## config.mk

```make
export PLATFORM = sky130hd
export DESIGN_NAME = card_reader_transaction_queue_unit
export DESIGN_NICKNAME = d
export VERILOG_FILES = /design/src/rtl/core/crtq_pkg.sv /design/src/rtl/core/crtq_req_fifo.sv /design/src/rtl/core/card_reader_transaction_queue_unit.sv
export SDC_FILE = /design/constraint.sdc
export NUM_CORES = 1
export LEC_CHECK = 0
export BUFFER_PORTS_ARGS = -buffer_cell sky130_fd_sc_hd__buf_4
export CORE_MARGIN = 4
export CORE_UTILIZATION = 30
export CTS_CLUSTER_DIAMETER = 80
export DETAILED_ROUTE_END_ITERATION = 16
export GPL_ROUTABILITY_DRIVEN = 0
export GPL_TIMING_DRIVEN = 0
export RECOVER_POWER = 50
export SYNTH_ARGS = -nofsm -noshare
export SYNTH_HDL_FRONTEND = slang
export SYNTH_SLANG_ARGS = --single-unit
```

## constraint.sdc

```tcl
create_clock -name aclk -period 23.8 [get_ports aclk]
set_clock_uncertainty 0.2 [all_clocks]
set_input_delay 2.38 -clock aclk [delete_from_list [all_inputs] [get_ports aclk]]
set_output_delay 2.38 -clock aclk [all_outputs]
set_load 0.1 [all_outputs]
```

## src/rtl/core/crtq_pkg.sv

```systemverilog
package crtq_pkg;

    // default request queue depth
    localparam int QUEUE_DEPTH_DEF = 4;

    // result queue between the decision logic and the m_ channel
    localparam int OQ_DEPTH = 4;
    localparam int OQ_PTR_W = $clog2(OQ_DEPTH);
    localparam int OQ_CNT_W = $clog2(OQ_DEPTH + 1);

    // configuration port
    localparam int CFG_IDX_W  = 3;
    localparam int CFG_DATA_W = 8;

    // register reset values
    localparam logic [7:0] RST_READ_BLOCK_OP     = 8'd163;
    localparam logic [7:0] RST_QUERY_ADDRESS_OP  = 8'd176;
    localparam logic [7:0] RST_QUERY_MODE_OP     = 8'd177;
    localparam logic [7:0] RST_QUERY_BEEPER_OP   = 8'd178;
    localparam logic [7:0] RST_QUERY_AUTOREAD_OP = 8'd179;

    typedef enum logic [CFG_IDX_W-1:0] {
        CFG_READ_BLOCK     = 3'd0,
        CFG_QUERY_ADDRESS  = 3'd1,
        CFG_QUERY_MODE     = 3'd2,
        CFG_QUERY_BEEPER   = 3'd3,
        CFG_QUERY_AUTOREAD = 3'd4
    } cfg_index_t;

    typedef enum logic [1:0] {
        REQ_SUBMIT     = 2'd0,
        REQ_RESPONSE   = 2'd1,
        REQ_LINK_ERROR = 2'd2,
        REQ_TICK       = 2'd3
    } req_type_t;

    typedef enum logic {
        KIND_READ  = 1'b0,
        KIND_QUERY = 1'b1
    } req_kind_t;

    typedef enum logic [1:0] {
        RES_ACK        = 2'd0,
        RES_COMPLETION = 2'd1,
        RES_ISSUE      = 2'd2,
        RES_RECOVERY   = 2'd3
    } result_kind_t;

    typedef enum logic [2:0] {
        ST_OK         = 3'd0,
        ST_BAD_PARAM  = 3'd1,
        ST_QUEUE_FULL = 3'd2,
        ST_CARD_ERROR = 3'd3,
        ST_LINK_ERROR = 3'd4,
        ST_TIMEOUT    = 3'd5
    } status_t;

    typedef struct packed {
        req_type_t   req_type;
        req_kind_t   request_kind;
        logic [7:0]  query_opcode;
        logic [7:0]  reader_address;
        logic [7:0]  block_number;
        logic        led_beep;
        logic [15:0] timeout_len;
        logic [31:0] request_tag;
        logic [7:0]  resp_opcode;
        logic [7:0]  resp_address;
        logic [7:0]  resp_reader_status;
        logic [31:0] now_ms;
    } in_item_t;

    typedef struct packed {
        result_kind_t result_kind;
        logic [31:0]  tag;
        status_t      result_status;
        logic [7:0]   reader_status;
        req_kind_t    issue_kind;
        logic [7:0]   issue_opcode;
        logic [7:0]   issue_address;
        logic [7:0]   issue_block;
        logic         issue_led_beep;
        logic         recover_link;
        logic         last;
    } out_item_t;

    // one queued request
    typedef struct packed {
        req_kind_t   kind;
        logic [7:0]  query_opcode;
        logic [7:0]  reader_address;
        logic [7:0]  block_number;
        logic        led_beep;
        logic [15:0] timeout_len;
        logic [31:0] tag;
    } req_entry_t;

    // request queue control
    typedef struct packed {
        logic push;
        logic pop;
    } fifo_ctrl_t;

endpackage

```

## src/rtl/core/crtq_req_fifo.sv

```systemverilog
module crtq_req_fifo
    import crtq_pkg::*;
#(
    parameter int  QUEUE_DEPTH = QUEUE_DEPTH_DEF,
    localparam int PTR_W       = (QUEUE_DEPTH > 1) ? $clog2(QUEUE_DEPTH) : 1,
    localparam int CNT_W       = $clog2(QUEUE_DEPTH + 1)
) (
    input  logic             aclk,
    input  logic             aresetn,
    input  fifo_ctrl_t       ctrl,
    input  req_entry_t       push_entry,
    output req_entry_t       front,
    output logic [CNT_W-1:0] count
);

    req_entry_t       mem_reg [QUEUE_DEPTH];
    req_entry_t       front_reg;
    logic [PTR_W-1:0] head_reg, head_next;
    logic [PTR_W-1:0] tail_reg, tail_next;
    logic [PTR_W-1:0] head_inc, tail_inc;
    logic [CNT_W-1:0] count_reg, count_next;

    // wrapping pointer steps, next pointers and next count
    always_comb begin
        head_inc   = (head_reg == PTR_W'(QUEUE_DEPTH - 1)) ? '0 : head_reg + 1'b1;
        tail_inc   = (tail_reg == PTR_W'(QUEUE_DEPTH - 1)) ? '0 : tail_reg + 1'b1;
        head_next  = ctrl.push ? head_inc : head_reg;
        tail_next  = ctrl.pop ? tail_inc : tail_reg;
        count_next = count_reg + CNT_W'(ctrl.push) - CNT_W'(ctrl.pop);
    end

    always_ff @(posedge aclk) begin
        if (!aresetn) begin
            head_reg  <= '0;
            tail_reg  <= '0;
            count_reg <= '0;
        end else begin
            head_reg  <= head_next;
            tail_reg  <= tail_next;
            count_reg <= count_next;
        end
    end

    // storage write at head
    always_ff @(posedge aclk) begin
        if (ctrl.push) begin
            mem_reg[head_reg] <= push_entry;
        end
    end

    // front holds a copy of the oldest entry, bypassing a same-cycle write
    always_ff @(posedge aclk) begin
        if (ctrl.pop) begin
            if (count_reg == CNT_W'(1) && ctrl.push) begin
                front_reg <= push_entry;
            end else if (count_reg > CNT_W'(1)) begin
                front_reg <= mem_reg[tail_inc];
            end
        end else if (count_reg == '0 && ctrl.push) begin
            front_reg <= push_entry;
        end
    end

    assign front = front_reg;
    assign count = count_reg;

endmodule

```

## src/rtl/core/card_reader_transaction_queue_unit.sv

```systemverilog
// Card reader transaction queue. Each s_ transfer is a submit, a response
// frame, a link error or a tick; the block checks and queues submits, runs
// one request at a time with a wrapping millisecond deadline, and emits up
// to two results per item on m_ (the last one marked by last). An item is
// decided in the cycle it is accepted. One item is taken per cycle while the
// four-entry result queue has room for two results, so the sustained rate
// is one item per cycle when each item yields one result and m_ready stays
// high, and the m_ side at one result per cycle bounds it otherwise. The
// request queue is QUEUE_DEPTH deep with its oldest entry held in a
// register; it needs no clearing after reset. Registers are to be written
// through cfg_wr_en/cfg_index/cfg_data only while the block is idle, which
// the block does not enforce; indexes beyond the list are ignored.
module card_reader_transaction_queue_unit
    import crtq_pkg::*;
#(
    parameter int QUEUE_DEPTH = QUEUE_DEPTH_DEF
) (
    input  logic                  aclk,
    input  logic                  aresetn,
    input  logic                  s_valid,
    output logic                  s_ready,
    input  in_item_t              s_data,
    output logic                  m_valid,
    input  logic                  m_ready,
    output out_item_t             m_data,
    input  logic                  cfg_wr_en,
    input  logic [CFG_IDX_W-1:0]  cfg_index,
    input  logic [CFG_DATA_W-1:0] cfg_data
);

    localparam int CNT_W = $clog2(QUEUE_DEPTH + 1);

    // configuration registers
    logic [7:0] read_block_op_reg;
    logic [7:0] query_address_op_reg;
    logic [7:0] query_mode_op_reg;
    logic [7:0] query_beeper_op_reg;
    logic [7:0] query_autoread_op_reg;

    // active request
    logic       busy_reg;
    req_entry_t active_reg;
    logic [31:0] deadline_reg;

    // request queue
    fifo_ctrl_t       fifo_ctrl;
    req_entry_t       fifo_front;
    logic [CNT_W-1:0] fifo_count;

    // result queue
    out_item_t           oq_reg [OQ_DEPTH];
    logic [OQ_PTR_W-1:0] oq_rd_reg, oq_rd_next;
    logic [OQ_PTR_W-1:0] oq_wr_reg, oq_wr_next, oq_wr_second;
    logic [OQ_CNT_W-1:0] oq_count_reg, oq_count_next;

    // decision signals
    logic        in_fire, out_fire;
    logic        param_ok, query_known, resp_match;
    logic        push, pop, busy_mid;
    logic [31:0] elapsed;
    req_entry_t  entry, deq;
    out_item_t   r0, r1;
    logic        r0_v, r1_v;

    assign in_fire  = s_valid && s_ready;
    assign out_fire = m_valid && m_ready;
    assign s_ready  = oq_count_reg <= OQ_CNT_W'(OQ_DEPTH - 2);
    assign m_valid  = oq_count_reg != '0;
    assign m_data   = oq_reg[oq_rd_reg];

    // register writes
    always_ff @(posedge aclk) begin
        if (!aresetn) begin
            read_block_op_reg     <= RST_READ_BLOCK_OP;
            query_address_op_reg  <= RST_QUERY_ADDRESS_OP;
            query_mode_op_reg     <= RST_QUERY_MODE_OP;
            query_beeper_op_reg   <= RST_QUERY_BEEPER_OP;
            query_autoread_op_reg <= RST_QUERY_AUTOREAD_OP;
        end else if (cfg_wr_en) begin
            case (cfg_index)
                CFG_READ_BLOCK:     read_block_op_reg     <= cfg_data;
                CFG_QUERY_ADDRESS:  query_address_op_reg  <= cfg_data;
                CFG_QUERY_MODE:     query_mode_op_reg     <= cfg_data;
                CFG_QUERY_BEEPER:   query_beeper_op_reg   <= cfg_data;
                CFG_QUERY_AUTOREAD: query_autoread_op_reg <= cfg_data;
                default: ;
            endcase
        end
    end

    // submit check, response match and deadline compare
    always_comb begin
        entry.kind           = s_data.request_kind;
        entry.query_opcode   = s_data.query_opcode;
        entry.reader_address = s_data.reader_address;
        entry.block_number   = s_data.block_number;
        entry.led_beep       = s_data.led_beep;
        entry.timeout_len    = s_data.timeout_len;
        entry.tag            = s_data.request_tag;

        query_known = s_data.query_opcode == query_address_op_reg
                   || s_data.query_opcode == query_mode_op_reg
                   || s_data.query_opcode == query_beeper_op_reg
                   || s_data.query_opcode == query_autoread_op_reg;
        param_ok = s_data.timeout_len != '0
                && (s_data.request_kind == KIND_READ || query_known);

        resp_match = (s_data.resp_opcode == ((active_reg.kind == KIND_QUERY)
                        ? active_reg.query_opcode : read_block_op_reg))
                  && ((active_reg.kind == KIND_QUERY
                        && active_reg.query_opcode == query_address_op_reg)
                      || s_data.resp_address == active_reg.reader_address);

        elapsed = s_data.now_ms - deadline_reg;
    end

    // results of one item: own event or timeout first, then an issue
    always_comb begin
        r0       = '0;
        r0_v     = 1'b0;
        push     = 1'b0;
        busy_mid = busy_reg;

        case (s_data.req_type)
            REQ_SUBMIT: begin
                r0_v           = 1'b1;
                r0.result_kind = RES_ACK;
                r0.tag         = s_data.request_tag;
                if (!param_ok) begin
                    r0.result_status = ST_BAD_PARAM;
                end else if (fifo_count == CNT_W'(QUEUE_DEPTH)) begin
                    r0.result_status = ST_QUEUE_FULL;
                end else begin
                    r0.result_status = ST_OK;
                    push             = 1'b1;
                end
            end
            REQ_RESPONSE: begin
                if (busy_reg && resp_match) begin
                    r0_v             = 1'b1;
                    r0.result_kind   = RES_COMPLETION;
                    r0.tag           = active_reg.tag;
                    r0.result_status = (s_data.resp_reader_status != '0)
                                       ? ST_CARD_ERROR : ST_OK;
                    r0.reader_status = s_data.resp_reader_status;
                    busy_mid         = 1'b0;
                end
            end
            REQ_LINK_ERROR: begin
                r0_v            = 1'b1;
                r0.recover_link = 1'b1;
                if (busy_reg) begin
                    r0.result_kind   = RES_COMPLETION;
                    r0.tag           = active_reg.tag;
                    r0.result_status = ST_LINK_ERROR;
                    busy_mid         = 1'b0;
                end else begin
                    r0.result_kind = RES_RECOVERY;
                end
            end
            default: ;
        endcase

        // deadline reached, not checked on submits
        if (s_data.req_type != REQ_SUBMIT && busy_mid && !elapsed[31]) begin
            r0_v             = 1'b1;
            r0.result_kind   = RES_COMPLETION;
            r0.tag           = active_reg.tag;
            r0.result_status = ST_TIMEOUT;
            r0.reader_status = '0;
            r0.recover_link  = 1'b1;
            busy_mid         = 1'b0;
        end

        // idle dequeue and issue
        pop  = !busy_mid && (fifo_count != '0 || push);
        deq  = (fifo_count == '0) ? entry : fifo_front;
        r1_v = pop;
        r1   = '0;
        r1.result_kind   = RES_ISSUE;
        r1.tag           = deq.tag;
        r1.result_status = ST_OK;
        r1.issue_kind    = deq.kind;
        r1.issue_address = deq.reader_address;
        if (deq.kind == KIND_QUERY) begin
            r1.issue_opcode = deq.query_opcode;
        end else begin
            r1.issue_block    = deq.block_number;
            r1.issue_led_beep = deq.led_beep;
        end

        // mark the final result of the item
        if (r1_v) begin
            r1.last = 1'b1;
        end else begin
            r0.last = 1'b1;
        end
    end

    // queue control for accepted items
    always_comb begin
        fifo_ctrl.push = in_fire && push;
        fifo_ctrl.pop  = in_fire && pop;
    end

    crtq_req_fifo #(
        .QUEUE_DEPTH (QUEUE_DEPTH)
    ) u_req_fifo (
        .aclk       (aclk),
        .aresetn    (aresetn),
        .ctrl       (fifo_ctrl),
        .push_entry (entry),
        .front      (fifo_front),
        .count      (fifo_count)
    );

    // active request state
    always_ff @(posedge aclk) begin
        if (!aresetn) begin
            busy_reg <= 1'b0;
        end else if (in_fire) begin
            busy_reg <= busy_mid || pop;
        end
    end

    always_ff @(posedge aclk) begin
        if (in_fire && pop) begin
            active_reg   <= deq;
            deadline_reg <= s_data.now_ms + 32'(deq.timeout_len);
        end
    end

    // result queue pointers
    always_comb begin
        oq_wr_second  = oq_wr_reg + OQ_PTR_W'(r0_v);
        oq_wr_next    = oq_wr_reg;
        oq_count_next = oq_count_reg - OQ_CNT_W'(out_fire);
        if (in_fire) begin
            oq_wr_next    = oq_wr_reg + OQ_PTR_W'(r0_v) + OQ_PTR_W'(r1_v);
            oq_count_next = oq_count_next + OQ_CNT_W'(r0_v) + OQ_CNT_W'(r1_v);
        end
        oq_rd_next = oq_rd_reg + OQ_PTR_W'(out_fire);
    end

    always_ff @(posedge aclk) begin
        if (!aresetn) begin
            oq_rd_reg    <= '0;
            oq_wr_reg    <= '0;
            oq_count_reg <= '0;
        end else begin
            oq_rd_reg    <= oq_rd_next;
            oq_wr_reg    <= oq_wr_next;
            oq_count_reg <= oq_count_next;
        end
    end

    // result queue entries
    always_ff @(posedge aclk) begin
        if (in_fire && r0_v) begin
            oq_reg[oq_wr_reg] <= r0;
        end
        if (in_fire && r1_v) begin
            oq_reg[oq_wr_second] <= r1;
        end
    end

    // with no active request the queue has been drained
    a_idle_queue_empty: assert property (@(posedge aclk) disable iff (!aresetn)
        !busy_reg |-> fifo_count == '0)
        else $error("requests waiting while no request is active");

    a_oq_bound: assert property (@(posedge aclk) disable iff (!aresetn)
        oq_count_reg <= OQ_CNT_W'(OQ_DEPTH))
        else $error("result queue overflow");

    a_issue_sets_busy: assert property (@(posedge aclk) disable iff (!aresetn)
        fifo_ctrl.pop |=> busy_reg)
        else $error("issued request not active");

endmodule
```

==> reports/qor.yml, run 1 <==
syn_inst: 2681
via_per_inst: 5.24
setup_tns_ns: 0
root_buffer: "clkbuf_16"
r2r_cells: 18
avgSynthCellArea_um2: 13.9
drc_errors: 0
ys_seq_area_share_pct: 61.5
ys.flop_type: "edfxtp_1"
rrSetupSlack_ns: 15.81
grt-ovfl-total: 0
ir_drop_uv: 85.9
final_util_pct: 35.2
synth_warnings: 0
setup_viol: 0
placed_area_um2: 41200
clockBufferDepth: 3
grt_pass1_vias: 24700
area_delta_synth_final_pct: 15.9
status: "finished, violations left"
cts_tree: "built"
leakage_uw: 0.0143
cts_resized: 0
die_width_um: 360
port_buffers: 221
num_rows: 128
grt_max_degree: 47
hp-start: "oq_reg[1][30]"
clk_latency_ns: 0.65
crit_chain: "clkbuf_1 > clkbuf_1 > xnor2_1 > nand4_1 > o21ai_0 > o41a_1 > nand2_1 > nor3_1 > and2_0 > clkbuf_1"
synth_nets: 2897
place_ws_ns: 14.04
layout-drive-gt1-share_pct: 15.7
antenna_found_initial: 19
setup_ws_ns: 14.04
place_inst: 4540
ys_ff_latch: 798
power_density_nw_per_um2: 125
worst-setup-path-type: "input pin to flop"
fillers: 11900
whs_path_depth: 2
regArea_um2: 22900
worstSetupStartpointType: "input pin"
postCtsSetupRepairBufs: 0
reg2reg_to: "oq_reg[1][60]"
finish.instance_area_um2: 43100
end_kind: "flop"
cts_buffers: 80
routed_wire_length_per_instance_um: 23.9
max_slew_margin_pct: -133
layout_common_cells: "687 x edfxtp_1, 322 x clkbuf_1, 220 x nand2_1, 147 x mux4_2, 145 x a21oi_1"
cp_common_cell: "clkbuf_1"
pin_count: 223
htree_levels: 3
drtIter0Drc: 2517
dieArea_um2: 130000
dp_hpwl_um: 77800
finalWorstPathRequiredPeriod_ns: 9.76
tightest_slew_ns: 3.50
synthMuxAreaShare_pct: 12.8
synth_xor_area_share_pct: 2.12
drv_slew: 397
multi_input_area_um2: 13100
path_clk_slew_ns: 0.06
r2r_start: "deadline_reg[2]"
die_h_um: 360
largest_reg_flops: 296
drv_cap: 11
slowest_delay_ns: 2.60
start_util_pct: 30.4
crit_required_ns: 23.80
nets: 3213
worstHoldEndpoint: "oq_reg[1][30]"
crit_arrival_ns: 9.76
final_common_cell: "edfxtp_1"
worstPathMaxFanout: 40
drt-total-wl_um: 112000
gr-usage-all-layers_pct: 16.8
grt_setup_unrepaired: "false"
synth-compound-area-share_pct: 10.9
violations: "capacitance limit, slew limit"
vias: 24600
ys_types: 77
synth_edf_count: 687
fin_crit_sh_pct: 41.0
grt_pass1_wl_um: 164000
synth-simple-area-share_pct: 6.93
cts_sinks: 798
synth_adder_area_share_pct: 2.35
first_pass_iters: 6
synth_top_family_by_area: "multiplexers"
syn_area_um2: 37200
slowest_stage: "and2_0"
final_antenna_net_count: 0
core_um2: 122000
holdBufCountCts: 0
fmax_mhz: 102
ys_async_sr_fraction_pct: 0
hold_path.class: "flop to flop"
fin_cells: 4695
hold_viol: 0
==> metal layers <==
layer,GRT usage [%],routed length (um),up-vias
met4,5.31,3270,10
met5,0,58,-
met1,22.1,46500,12300
met3,3.25,8770,192
li1,-,-,11000
met2,27.9,53700,1045
==> area by class of cell <==
type,instances,share of cell area [%]
flip-flops and latches,798,53.1
inverters,99,0.863
clock inverters,36,0.837
well taps,1625,4.72
plain buffers,197,1.98
clock buffers,108,5.00
repair buffers,234,3.04
diodes,11,0.0639
multi-input cells,1587,30.4
==> critical path: cells and delay by family <==
family | cells | cell delay (ns)
xor+xnor | 1 | 0.19
compound gates | 2 | 0.72
simple gates | 4 | 3.83
buf+inv | 3 | 2.56
==> cell usage after synthesis, drive strengths merged (18+ instances only) <==
library cell	instances	share of area [%]
edfxtp	687	56
nand2	225	2.3
mux4	147	8.9
a21oi	145	2.0
nor2	140	1.4
clkbuf	132	1.3
dfxtp	111	6.0
inv	98	0.99
o21ai	89	1.2
nand3	78	1.1
mux2	74	2.2
buf	65	1.0
ha	65	2.2
o31ai	65	1.3
a31o	64	1.5
mux2i	63	1.7
xnor2	51	1.2
xor2	39	0.92
a22oi	33	0.67
o2111ai	33	0.79
a2bb2oi	32	0.75
o2bb2ai	32	0.75
a21boi	25	0.50
nand4	18	0.30
==> cells by family after synthesis <==
group,Yosys count
AOI/OAI and AO/OA,579
xor gates and xnor gates,90
adders and majority gates,68
buffers and inverters,296
DFF,798
muxes,284
and+or+nand+nor,566
==> worst max-delay path by stage <==
stage / startpoint / endpoint / cells past startpoint
global placement: s_data[2] / u_req_fifo.front[17] / 11
global route: s_data[123] / u_req_fifo.mem_reg[2][61] / 10
CTS: s_data[2] / oq_reg[3][53] / 18
finish: s_data[121] / u_req_fifo.mem_reg[2][70] / 10
detailed placement: s_data[2] / oq_reg[3][48] / 18
floorplan: s_data[29] / u_req_fifo.front[0] / 10
==> per-stage QoR <==
stage                     hold WS [ns]  power (uW)
after global placement           0.251        4240
after global routing             0.279        5630
after floorplan                  0.240        3550
final                            0.261        5390
after detailed placement         0.256        4260
after CTS                        0.264        5500
==> power breakdown <==
group          internal [uW]  leakage (uW)  switching, uW
clock                    693       0.00121            541
combinational            636       0.00597           1630
sequential              1820       0.00712           67.9
Power figures use the tool's default switching activity.
==> run 2, diff against run 1 <==
clock period = 8.7 ns   (was 23.8 ns; I/O delays follow)
==> reports/qor.yml, run 2 (synthesis results as in run 1) <==
crit_arrival_ns: 7.93
layout-drive-gt1-share_pct: 17.0
port_buffers: 221
fin_crit_sh_pct: 90.0
cts_sinks: 798
cp_top_family: "simple AND/OR/NAND/NOR gates"
power_density_nw_per_um2: 349
setup_tns_ns: 0
area_delta_synth_final_pct: 17.2
first_pass_iters: 6
grt_pass1_vias: 24600
root_buffer: "clkbuf_16"
via_per_inst: 5.28
dieArea_um2: 130000
setup_viol: 0
reg2reg_to: "oq_reg[1][63]"
clockBufferDepth: 3
max_slew_margin_pct: -153
fillers: 11900
drt-total-wl_um: 113000
num_rows: 128
place_ws_ns: 0.484
grt_setup_unrepaired: "false"
start_util_pct: 30.4
die_width_um: 360
core_um2: 122000
violations: "capacitance limit, slew limit"
grt_max_degree: 86
antenna_found_initial: 16
fmax_mhz: 128
status: "finished, violations left"
cts_buffers: 82
finalWorstPathRequiredPeriod_ns: 7.83
largest_reg_flops: 296
regArea_um2: 22900
layout_common_cells: "687 x edfxtp_1, 294 x clkbuf_1, 219 x nand2_1, 147 x mux4_2, 145 x a21oi_1"
gr-usage-all-layers_pct: 16.8
slowest_stage: "o21ai_0"
cp_num_buf_inv: 6
drtIter0Drc: 2617
crit_cells: 18
crit_path_end: "oq_reg[1][63]"
final_common_cell: "edfxtp_1"
path_clk_slew_ns: 0.06
worstPathMaxFanout: 32
die_h_um: 360
clk_latency_ns: 0.64
postCtsSetupRepairBufs: 0
cts_tree: "built"
worst-setup-path-type: "input pin to flop"
grt_pass1_wl_um: 164000
leakage_uw: 0.0146
hold_viol: 0
total_power_uw: 15200
drv_cap: 5
holdBufCountCts: 0
drv_slew: 200
cts_resized: 0
worstSetupStartpointType: "input pin"
htree_levels: 3
vias: 24800
drc_errors: 0
crit_path_start: "s_data[2]"
timing.hold.ws_ns: 0.263
pin_count: 223
tightest_slew_ns: 3.79
hold_path.class: "flop to flop"
final_antenna_net_count: 0
whs_path_depth: 2
grt-ovfl-total: 0
slowest_delay_ns: 0.97
crit_chain: "buf_4 > ha_1 > nand2_1 > o21ai_0 > a21oi_1 > o21ai_0 > a2111oi_0 > clkbuf_1 > nor2_1 > clkbuf_1 > o21ai_0 > ha_1 > inv_1 > nor4_2 > nor2_1 > clkbuf_1 > nand2_4 > buf_12"
setup_ws_ns: 0.871
final_util_pct: 35.6
r2r_cells: 18
routed_wire_length_per_instance_um: 23.9
r2r_start: "deadline_reg[2]"
rrSetupSlack_ns: 0.88
nets: 3214
dp_hpwl_um: 77200
end_kind: "flop"
multi_input_area_um2: 13100
ir_drop_uv: 252
crit_required_ns: 8.81
run 2: cell count changes in the layout (fill, tap and decap cells not counted), moves of 2 or more:
cell,before,now
clkbuf_1,322,294
clkinv_2,7,20
buf_4,77,86
bufinv_16,5,14
clkinv_1,13,7
clkbuf_16,81,86
clkinvlp_4,4,7
and2_0,5,7
and2_1,12,10
buf_16,4,6
clkbuf_2,0,2
clkbuf_4,2,0
run 2: per-layer routing:
layer | wire length [um] | GRT usage, %
met1 | 47100 | 22.4
met2 | 53700 | 27.4
met3 | 7700 | 2.76
met4 | 3980 | 6.66
met5 | 49 | 0
run 2: area by class of cell:
cell class,count,share of cell area [%]
multi-input cells,1587,30.1
inverters,99,0.853
clock inverters,54,1.56
repair buffers,233,3.14
well taps,1625,4.67
plain buffers,197,1.99
flip-flops and latches,798,52.5
diodes,10,0.0575
clock buffers,98,5.11
run 2: worst reg2reg max path: cells and delay by family, from the launching register on:
kind	cells	cell delay, ns
AOI/OAI and AO/OA	5	1.95
adders and majority gates	2	0.79
buffers and inverters	6	1.64
DFF	1	0.32
and+or+nand+nor	5	2.55
run 2: worst min path at each step:
stage	start	end
after floorplan	read_block_op_reg[0]	read_block_op_reg[0]
after global placement	oq_reg[3][33]	oq_reg[3][33]
after detailed placement	oq_reg[1][34]	oq_reg[1][34]
after CTS	s_data[126]	u_req_fifo.mem_reg[3][70]
after global routing	oq_reg[1][32]	oq_reg[1][32]
final	oq_reg[1][33]	oq_reg[1][33]
run 2: power breakdown:
part / internal (uW) / leakage, uW / total [uW] / switching (uW)
combinational: 1760 / 0.00603 / 6210 / 4450
clock: 2260 / 0.00142 / 3810 / 1550
sequential: 4970 / 0.00712 / 5160 / 189
run 2: per-stage QoR:
stage	instances	area, um2
floorplan	2681	37200
global placement	4527	40900
detailed placement	4539	41200
CTS	4691	44100
global route	4696	43500
finish	4701	43600
